**config.mk**
```make
export PLATFORM = sky130hd
export DESIGN_NAME = line_point_generator_core
export DESIGN_NICKNAME = d
export VERILOG_FILES = /design/src/rtl/core/lpg_pkg.sv /design/src/rtl/core/lpg_in_stage.sv /design/src/rtl/core/lpg_step.sv /design/src/rtl/core/lpg_out_stage.sv /design/src/rtl/core/line_point_generator_core.sv
export SDC_FILE = /design/constraint.sdc
export NUM_CORES = 1
export LEC_CHECK = 0
export BUFFER_PORTS_ARGS = -buffer_cell sky130_fd_sc_hd__buf_2
export CORE_AREA = 2 2 295 268
export DETAILED_ROUTE_END_ITERATION = 8
export DIE_AREA = 0 0 297 270
export GPL_TIMING_DRIVEN = 0
export PLACE_DENSITY_LB_ADDON = 0.15
export SYNTH_ARGS = -nofsm -noshare
export SYNTH_HDL_FRONTEND = slang
export SYNTH_SLANG_ARGS = --single-unit
```
**constraint.sdc**
```tcl
create_clock -name clk_i -period 15.2 [get_ports clk_i]
set_input_delay 3.04 -clock clk_i [delete_from_list [all_inputs] [get_ports clk_i]]
set_output_delay 3.04 -clock clk_i [all_outputs]
set_load 0.01 [all_outputs]
```
**src/rtl/core/lpg_pkg.sv**
```systemverilog
package lpg_pkg;

  localparam int unsigned FieldWidth = 16;
  localparam int unsigned ColorWidth = 32;

  typedef enum logic [0:0] {
    OP_START   = 1'b0,
    OP_ADVANCE = 1'b1
  } op_e;

  typedef struct packed {
    op_e                   operation;
    logic [FieldWidth-1:0] start_x;
    logic [FieldWidth-1:0] start_y;
    logic [FieldWidth-1:0] end_x;
    logic [FieldWidth-1:0] end_y;
  } line_in_t;

  typedef struct packed {
    logic [FieldWidth-1:0] pixel_x;
    logic [FieldWidth-1:0] pixel_y;
    logic [ColorWidth-1:0] pixel_color;
    logic                  last_point;
  } pixel_out_t;

endpackage

```
**src/rtl/core/lpg_in_stage.sv**
```systemverilog
module lpg_in_stage (
  input  logic              clk_i,
  input  logic              rst_ni,
  input  logic              in_valid_i,
  output logic              in_stall_o,
  input  lpg_pkg::line_in_t in_data_i,
  input  logic              fire_i,
  output logic              valid_o,
  output lpg_pkg::line_in_t data_o
);
  import lpg_pkg::*;

  logic     valid_q, valid_d;
  line_in_t data_q;
  logic     take;

  assign in_stall_o = valid_q && !fire_i;
  assign take       = in_valid_i && !in_stall_o;

  always_comb begin
    valid_d = valid_q;
    if (take) begin
      valid_d = 1'b1;
    end else if (fire_i) begin
      valid_d = 1'b0;
    end
  end

  always_ff @(posedge clk_i or negedge rst_ni) begin
    if (!rst_ni) begin
      valid_q <= 1'b0;
    end else begin
      valid_q <= valid_d;
    end
  end

  always_ff @(posedge clk_i) begin
    if (take) begin
      data_q <= in_data_i;
    end
  end

  assign valid_o = valid_q;
  assign data_o  = data_q;

endmodule

```
**src/rtl/core/lpg_step.sv**
```systemverilog
module lpg_step #(
  parameter int unsigned CoordWidth = 16
) (
  input  logic                                clk_i,
  input  logic                                rst_ni,
  input  logic                                fire_i,
  input  lpg_pkg::line_in_t                   item_i,
  input  logic [lpg_pkg::ColorWidth-1:0]      color_i,
  output logic                                res_valid_o,
  output lpg_pkg::pixel_out_t                 res_o,
  output logic                                busy_o
);
  import lpg_pkg::*;

  localparam int unsigned ErrWidth = CoordWidth + 2;
  localparam int unsigned CntWidth = CoordWidth + 1;

  typedef enum logic [1:0] {
    DIR_NONE = 2'b00,
    DIR_POS  = 2'b01,
    DIR_NEG  = 2'b11
  } dir_e;

  logic [CoordWidth-1:0] cur_x_q, cur_y_q, abs_dx_q, abs_dy_q, major_q;
  logic [ErrWidth-1:0]   err_x_q, err_y_q;
  logic [CntWidth-1:0]   left_q;
  dir_e                  dir_x_q, dir_y_q;
  logic                  busy_q;

  logic [CoordWidth-1:0] cur_x_d, cur_y_d;
  logic [ErrWidth-1:0]   err_x_d, err_y_d;
  logic [CntWidth-1:0]   left_d, left_dec;
  logic                  busy_d;

  logic                  is_start;
  logic [CoordWidth-1:0] sx, sy, ex, ey;
  logic [CoordWidth-1:0] dx_new, dy_new, major_new;
  dir_e                  dir_x_new, dir_y_new;

  logic [CoordWidth-1:0] cur_x_b, cur_y_b, dx_b, dy_b, major_b;
  logic [ErrWidth-1:0]   err_x_b, err_y_b, sum_x, sum_y;
  dir_e                  dir_x_b, dir_y_b;

  function automatic logic [CoordWidth-1:0] apply_dir(logic [CoordWidth-1:0] c, dir_e d);
    logic [CoordWidth-1:0] r;
    case (d)
      DIR_POS: r = c + CoordWidth'(1);
      DIR_NEG: r = c - CoordWidth'(1);
      default: r = c;
    endcase
    return r;
  endfunction

  always_comb begin
    is_start = (item_i.operation == OP_START);
    sx = item_i.start_x[CoordWidth-1:0];
    sy = item_i.start_y[CoordWidth-1:0];
    ex = item_i.end_x[CoordWidth-1:0];
    ey = item_i.end_y[CoordWidth-1:0];

    if (ex > sx) begin
      dx_new = ex - sx;
      dir_x_new = DIR_POS;
    end else if (ex == sx) begin
      dx_new = '0;
      dir_x_new = DIR_NONE;
    end else begin
      dx_new = sx - ex;
      dir_x_new = DIR_NEG;
    end
    if (ey > sy) begin
      dy_new = ey - sy;
      dir_y_new = DIR_POS;
    end else if (ey == sy) begin
      dy_new = '0;
      dir_y_new = DIR_NONE;
    end else begin
      dy_new = sy - ey;
      dir_y_new = DIR_NEG;
    end
    major_new = (dx_new > dy_new) ? dx_new : dy_new;

    // A start item replaces the line state before the first step is taken.
    if (is_start) begin
      cur_x_b = sx;
      cur_y_b = sy;
      dx_b    = dx_new;
      dy_b    = dy_new;
      major_b = major_new;
      err_x_b = '0;
      err_y_b = '0;
      dir_x_b = dir_x_new;
      dir_y_b = dir_y_new;
    end else begin
      cur_x_b = cur_x_q;
      cur_y_b = cur_y_q;
      dx_b    = abs_dx_q;
      dy_b    = abs_dy_q;
      major_b = major_q;
      err_x_b = err_x_q;
      err_y_b = err_y_q;
      dir_x_b = dir_x_q;
      dir_y_b = dir_y_q;
    end

    left_dec = left_q - CntWidth'(1);

    res_valid_o       = is_start || busy_q;
    res_o.pixel_x     = FieldWidth'(cur_x_b);
    res_o.pixel_y     = FieldWidth'(cur_y_b);
    res_o.pixel_color = color_i;
    res_o.last_point  = !is_start && (left_dec == '0);

    sum_x   = err_x_b + ErrWidth'(dx_b);
    sum_y   = err_y_b + ErrWidth'(dy_b);
    err_x_d = sum_x;
    err_y_d = sum_y;
    cur_x_d = cur_x_b;
    cur_y_d = cur_y_b;
    if (sum_x > ErrWidth'(major_b)) begin
      err_x_d = sum_x - ErrWidth'(major_b);
      cur_x_d = apply_dir(cur_x_b, dir_x_b);
    end
    if (sum_y > ErrWidth'(major_b)) begin
      err_y_d = sum_y - ErrWidth'(major_b);
      cur_y_d = apply_dir(cur_y_b, dir_y_b);
    end

    if (is_start) begin
      left_d = {1'b0, major_b} + CntWidth'(1);
      busy_d = 1'b1;
    end else begin
      left_d = left_dec;
      busy_d = (left_dec != '0);
    end
  end

  always_ff @(posedge clk_i or negedge rst_ni) begin
    if (!rst_ni) begin
      cur_x_q  <= '0;
      cur_y_q  <= '0;
      abs_dx_q <= '0;
      abs_dy_q <= '0;
      major_q  <= '0;
      err_x_q  <= '0;
      err_y_q  <= '0;
      left_q   <= '0;
      dir_x_q  <= DIR_NONE;
      dir_y_q  <= DIR_NONE;
      busy_q   <= 1'b0;
    end else if (fire_i && res_valid_o) begin
      cur_x_q  <= cur_x_d;
      cur_y_q  <= cur_y_d;
      abs_dx_q <= dx_b;
      abs_dy_q <= dy_b;
      major_q  <= major_b;
      err_x_q  <= err_x_d;
      err_y_q  <= err_y_d;
      left_q   <= left_d;
      dir_x_q  <= dir_x_b;
      dir_y_q  <= dir_y_b;
      busy_q   <= busy_d;
    end
  end

  assign busy_o = busy_q;

endmodule

```
**src/rtl/core/lpg_out_stage.sv**
```systemverilog
module lpg_out_stage (
  input  logic                clk_i,
  input  logic                rst_ni,
  input  logic                load_i,
  input  lpg_pkg::pixel_out_t data_i,
  output logic                ready_o,
  output logic                out_valid_o,
  input  logic                out_stall_i,
  output lpg_pkg::pixel_out_t out_data_o
);
  import lpg_pkg::*;

  logic       valid_q;
  pixel_out_t data_q;

  // The register can take a new result when empty or when its transfer completes now.
  assign ready_o = !valid_q || !out_stall_i;

  always_ff @(posedge clk_i or negedge rst_ni) begin
    if (!rst_ni) begin
      valid_q <= 1'b0;
    end else if (ready_o) begin
      valid_q <= load_i;
    end
  end

  always_ff @(posedge clk_i) begin
    if (ready_o && load_i) begin
      data_q <= data_i;
    end
  end

  assign out_valid_o = valid_q;
  assign out_data_o  = data_q;

endmodule

```
**src/rtl/core/line_point_generator_core.sv**
```systemverilog
// Each item is held in the input register and its result in the result register.
// Throughput: one item per cycle unless the output stalls; each item taken that gives a result
// updates the line state by a single step.
// An advance item while no line is in progress is consumed and gives no result.
// Reset (rst_ni low, asynchronous) empties both registers, clears the line state and sets
// the draw color to zero.
module line_point_generator_core #(
  parameter int unsigned COORD_WIDTH = 16
) (
  input  logic                              clk_i,
  input  logic                              rst_ni,
  input  logic                              cfg_valid_i,
  output logic                              cfg_ready_o,
  input  logic [lpg_pkg::ColorWidth-1:0]    cfg_data_i,
  input  logic                              in_valid_i,
  output logic                              in_stall_o,
  input  lpg_pkg::line_in_t                 in_data_i,
  output logic                              out_valid_o,
  input  logic                              out_stall_i,
  output lpg_pkg::pixel_out_t               out_data_o
);
  import lpg_pkg::*;

  logic                  item_valid;
  line_in_t              item;
  logic                  out_ready;
  logic                  fire;
  logic                  res_valid;
  pixel_out_t            res;
  logic                  busy;
  logic [ColorWidth-1:0] color_q;

  assign cfg_ready_o = 1'b1;

  always_ff @(posedge clk_i or negedge rst_ni) begin
    if (!rst_ni) begin
      color_q <= '0;
    end else if (cfg_valid_i && cfg_ready_o) begin
      color_q <= cfg_data_i;
    end
  end

  assign fire = item_valid && out_ready;

  lpg_in_stage u_in (
    .clk_i      (clk_i),
    .rst_ni     (rst_ni),
    .in_valid_i (in_valid_i),
    .in_stall_o (in_stall_o),
    .in_data_i  (in_data_i),
    .fire_i     (fire),
    .valid_o    (item_valid),
    .data_o     (item)
  );

  lpg_step #(
    .CoordWidth (COORD_WIDTH)
  ) u_step (
    .clk_i       (clk_i),
    .rst_ni      (rst_ni),
    .fire_i      (fire),
    .item_i      (item),
    .color_i     (color_q),
    .res_valid_o (res_valid),
    .res_o       (res),
    .busy_o      (busy)
  );

  lpg_out_stage u_out (
    .clk_i       (clk_i),
    .rst_ni      (rst_ni),
    .load_i      (fire && res_valid),
    .data_i      (res),
    .ready_o     (out_ready),
    .out_valid_o (out_valid_o),
    .out_stall_i (out_stall_i),
    .out_data_o  (out_data_o)
  );

  // The first point of a new line is never the last one.
  a_start_not_last: assert property (@(posedge clk_i) disable iff (!rst_ni)
    fire && (item.operation == OP_START) |=> out_valid_o && !out_data_o.last_point)
    else $error("start item produced a missing or final point");

  // Emitting the final point ends the line.
  a_last_ends_line: assert property (@(posedge clk_i) disable iff (!rst_ni)
    fire && res_valid && res.last_point |=> !busy)
    else $error("line still in progress after its final point");

  // While a final point waits, no new line has begun.
  a_last_idle: assert property (@(posedge clk_i) disable iff (!rst_ni)
    out_valid_o && out_data_o.last_point |-> !busy)
    else $error("final point pending while a line is in progress");

endmodule

```
==> flow_summary.toml <==
[global_route]
gr-usage-all-layers_pct = 18.58
grt_pass1_vias = 17933
antenna_found_initial = 2
grt_max_degree = 103
grt-ovfl-total = 0
grt_pass1_wl_um = 114400

[clock_network]
postCtsHoldBufs = 0
cts_tree = "done"
h-tree-depth = 2
ctsResizeCount = 0
numCtsBuffers = 40
clock-root-buffer = "clkbuf_16"
clockBufferDepth = 3
clock_latency_ns = 0.57
clkTransAtPathRegs_ns = 0.06
cts_setup_buffers = 0
cts_num_sinks = 302

[placement]
dpl_cell_area_mm2 = 0.02369
hpwl_um = 58190
routabilityCongestion = 0.9024
io_buffers = 167
placed_cells = 3549

[critical_path]
cp_data_required_time_ns = 15.61
path_max_fanout = 10
r2r_cells = 37
cp_data_arrival_time_ns = 12.28
worst-setup-path-type = "reg -> reg"
startpoint_type = "flop"
ff2ff_setup_slack_ns = 3.33
slowest_stage = "clkbuf_1"
cp-end-kind = "flop"
cpPeakStageDelay_ns = 0.77
reg2reg_to = "u_step.cur_x_q[10]"
timing.rr.start = "u_in.data_o[64]"
crit_top_cell = "clkbuf_1"

[layout]
design_area_mm2 = 0.02498
fin_util_pct = 32.37
final_nets = 2832
multi_input_comb_area_mm2 = 0.01226
fin_cells = 3624
regArea_mm2 = 0.008208
syn2layout_area_growth_pct = 16.36
fillers = 8148
drive_gt1_share_pct = 13.98

[job]
maxCapViolCount = 1

[logic_synthesis]
syn-num-nets = 2620
synth_top_area_cell = "dfrtp_1"
synth_warnings = 0
seq_area_frac_synth_pct = 38.23
ys.flop_type = "dfrtp_1"
synth-edff-count = 130
syn_area_per_cell_um2 = 9.176
async_flop_share_pct = 56.95
ys_ff_latch = 302
synth_cells = 2340
ys_types = 101
yosysTopAreaCellShare_pct = 20.05
ys_top_cells_by_area = "dfrtp_1, edfxtp_1, ha_1"
syn_area_mm2 = 0.02147

[drt]
drt-pass1-iter-count = 5
vias = 18495
drtIter0Drc = 1400
vias_per_cell = 5.103
wl_per_cell_um = 21.01
wl_um = 76140
postRouteAntennaNets = 0
drc = 0

[floorplanning]
dieArea_mm2 = 0.08019
coreArea_mm2 = 0.07719
die_h_um = 270
initial_core_util_pct = 27.82
rows = 97
pin_count = 170
die_x_um = 297

[power]
ir_drop_mv = 0.1069
internal_power_mw = 3.102
clkPwrFrac_pct = 16.1
power_density_mw_per_mm2 = 235.8
switching_share_pct = 47.35
combPwrFrac_pct = 62.9
power.net_switching_mw = 2.790
seq_power_share_pct = 20.9
total_power_mw = 5.892
p_leak_nw = 11.14

[timing]
worst_pin_slew_ns = 1.444
slew_headroom_pct = 0.9719
setup_viol = 0
clock_skew_ns = 0.01563
layout_min_cycle_time_ns = 11.87
setup_total_negative_slack_ns = 0
min_period_over_period_pct = 78.12
finalHoldViolCount = 0
rsz0062_at_grt = "false"
max_freq_mhz = 84.22
report.final.slew_viol_count = 0

[min_path]
hold_end = "u_out.out_data_o[28]"
hold_path_startpoint = "color_q[27]"
hold_path_depth = 0
hp-class = "reg -> reg"

[outcome]
status = "finished with violations"
failed_checks = "capacitance limit"
-- worst max-delay path by stage --
| stage | to | depth (start not counted) | start |
|---|---|---|---|
| floorplan | u_step.cur_x_q[1] | 37 | u_in.data_o[48] |
| global placement | u_step.cur_x_q[10] | 35 | u_in.data_o[64] |
| detailed placement | u_step.cur_x_q[1] | 33 | u_in.data_o[64] |
| CTS | u_step.cur_x_q[10] | 37 | u_in.data_o[64] |
| global route | u_step.cur_x_q[10] | 34 | u_in.data_o[64] |
| finish | u_step.cur_x_q[10] | 37 | u_in.data_o[64] |
-- power by group through the flow --
stage	logic [mW]	clock network [mW]	registers, mW
after floorplan	2.67	0	1.23
after global routing	4.07	1.02	1.26
after global placement	3.61	0	1.24
after detailed placement	3.66	0	1.24
final	3.71	0.951	1.23
after CTS	3.68	0.983	1.23
-- Yosys cell counts, drive strengths merged (59+ instances only) --
cell type	count
edfxtp	130
a21oi	129
a21o	59
dfrtp	172
xnor2	60
ha	168
mux2i	76
nor2	124
clkbuf	64
nand2	332
o21ai	212
inv	138
-- cells by family after synthesis --
logic type      count (synthesis)  synth area share, %
simple gates                  762                16.95
fa+ha+maj                     181                10.86
flops                         302                38.23
mux                           132                6.556
xor+xnor                      104                4.242
other cells                     1              0.01746
compound gates                611                18.45
buf+inv                       247                4.702
-- cells in the final DEF (no fill, tap or decap), drive strengths merged, types with 59 or more instances in the layout --
| cell | synthesis | routed |
|---|---|---|
| a21o | 59 | 59 |
| clkbuf | 64 | 116 |
| dfrtp | 172 | 172 |
| o21ai | 212 | 212 |
| nand2 | 332 | 332 |
| edfxtp | 130 | 130 |
| mux2i | 76 | 76 |
| ha | 168 | 168 |
| nor2 | 124 | 124 |
| buf | 44 | 214 |
| xnor2 | 60 | 60 |
| a21oi | 129 | 129 |
| inv | 138 | 139 |
-- metal layers --
| layer | vias up | share of wire [%] | track usage (%) | wire length [µm] |
|---|---|---|---|---|
| met3 | 88 | 5.2 | 2.654 | 3957 |
| li1 | 8840 | - | - | - |
| met1 | 9070 | 48 | 26.72 | 36570 |
| met5 | - | 0 | 0 | 0 |
| met2 | 497 | 45 | 29.06 | 33900 |
| met4 | 0 | 2.3 | 4.864 | 1716 |
-- critical path, delay by kind of cell (launching register included) --
kind	cells	cell delay, ns
AOI/OAI and AO/OA	15	3.44
adders and majority gates	3	0.97
buffers and inverters	11	5.36
DFF	1	0.32
muxes	1	0.21
and+or+nand+nor	7	1.35
-- flip-flops by register name, indices dropped and copies added, names as in the netlist, 2 cells and up --
register,count
color_q,32
u_in.data_o,65
u_out.out_data_o,65
u_step.abs_dx_q,16
u_step.abs_dy_q,16
u_step.cur_x_q,16
u_step.cur_y_q,16
u_step.dir_x_q,2
u_step.dir_y_q,2
u_step.err_x_q,18
u_step.err_y_q,18
u_step.left_q,17
u_step.major_q,16
-- cell type report --
type                            instances  share of cell area, %
Multi-Input combinational cell       1791                  49.06
Sequential cell                       302                  32.85
Tap cell                             1039                  5.203
Clock buffer                           52                  4.307
Timing Repair Buffer                  170                  3.656
Inverter                              139                  2.088
Buffer                                108                  1.958
Clock inverter                         21                 0.8564
Antenna cell                            2                0.02003
-- through the flow --
step	hold WS (ns)	worst slack [ns]
4_1_cts	0.4430	3.620
3_5_place_dp	0.4298	3.666
2_1_floorplan	0.4211	7.061
6_report	0.4406	3.326
5_1_grt	0.4453	2.725
3_3_place_gp	0.4225	3.666
(Power assumes the default switching activity.)
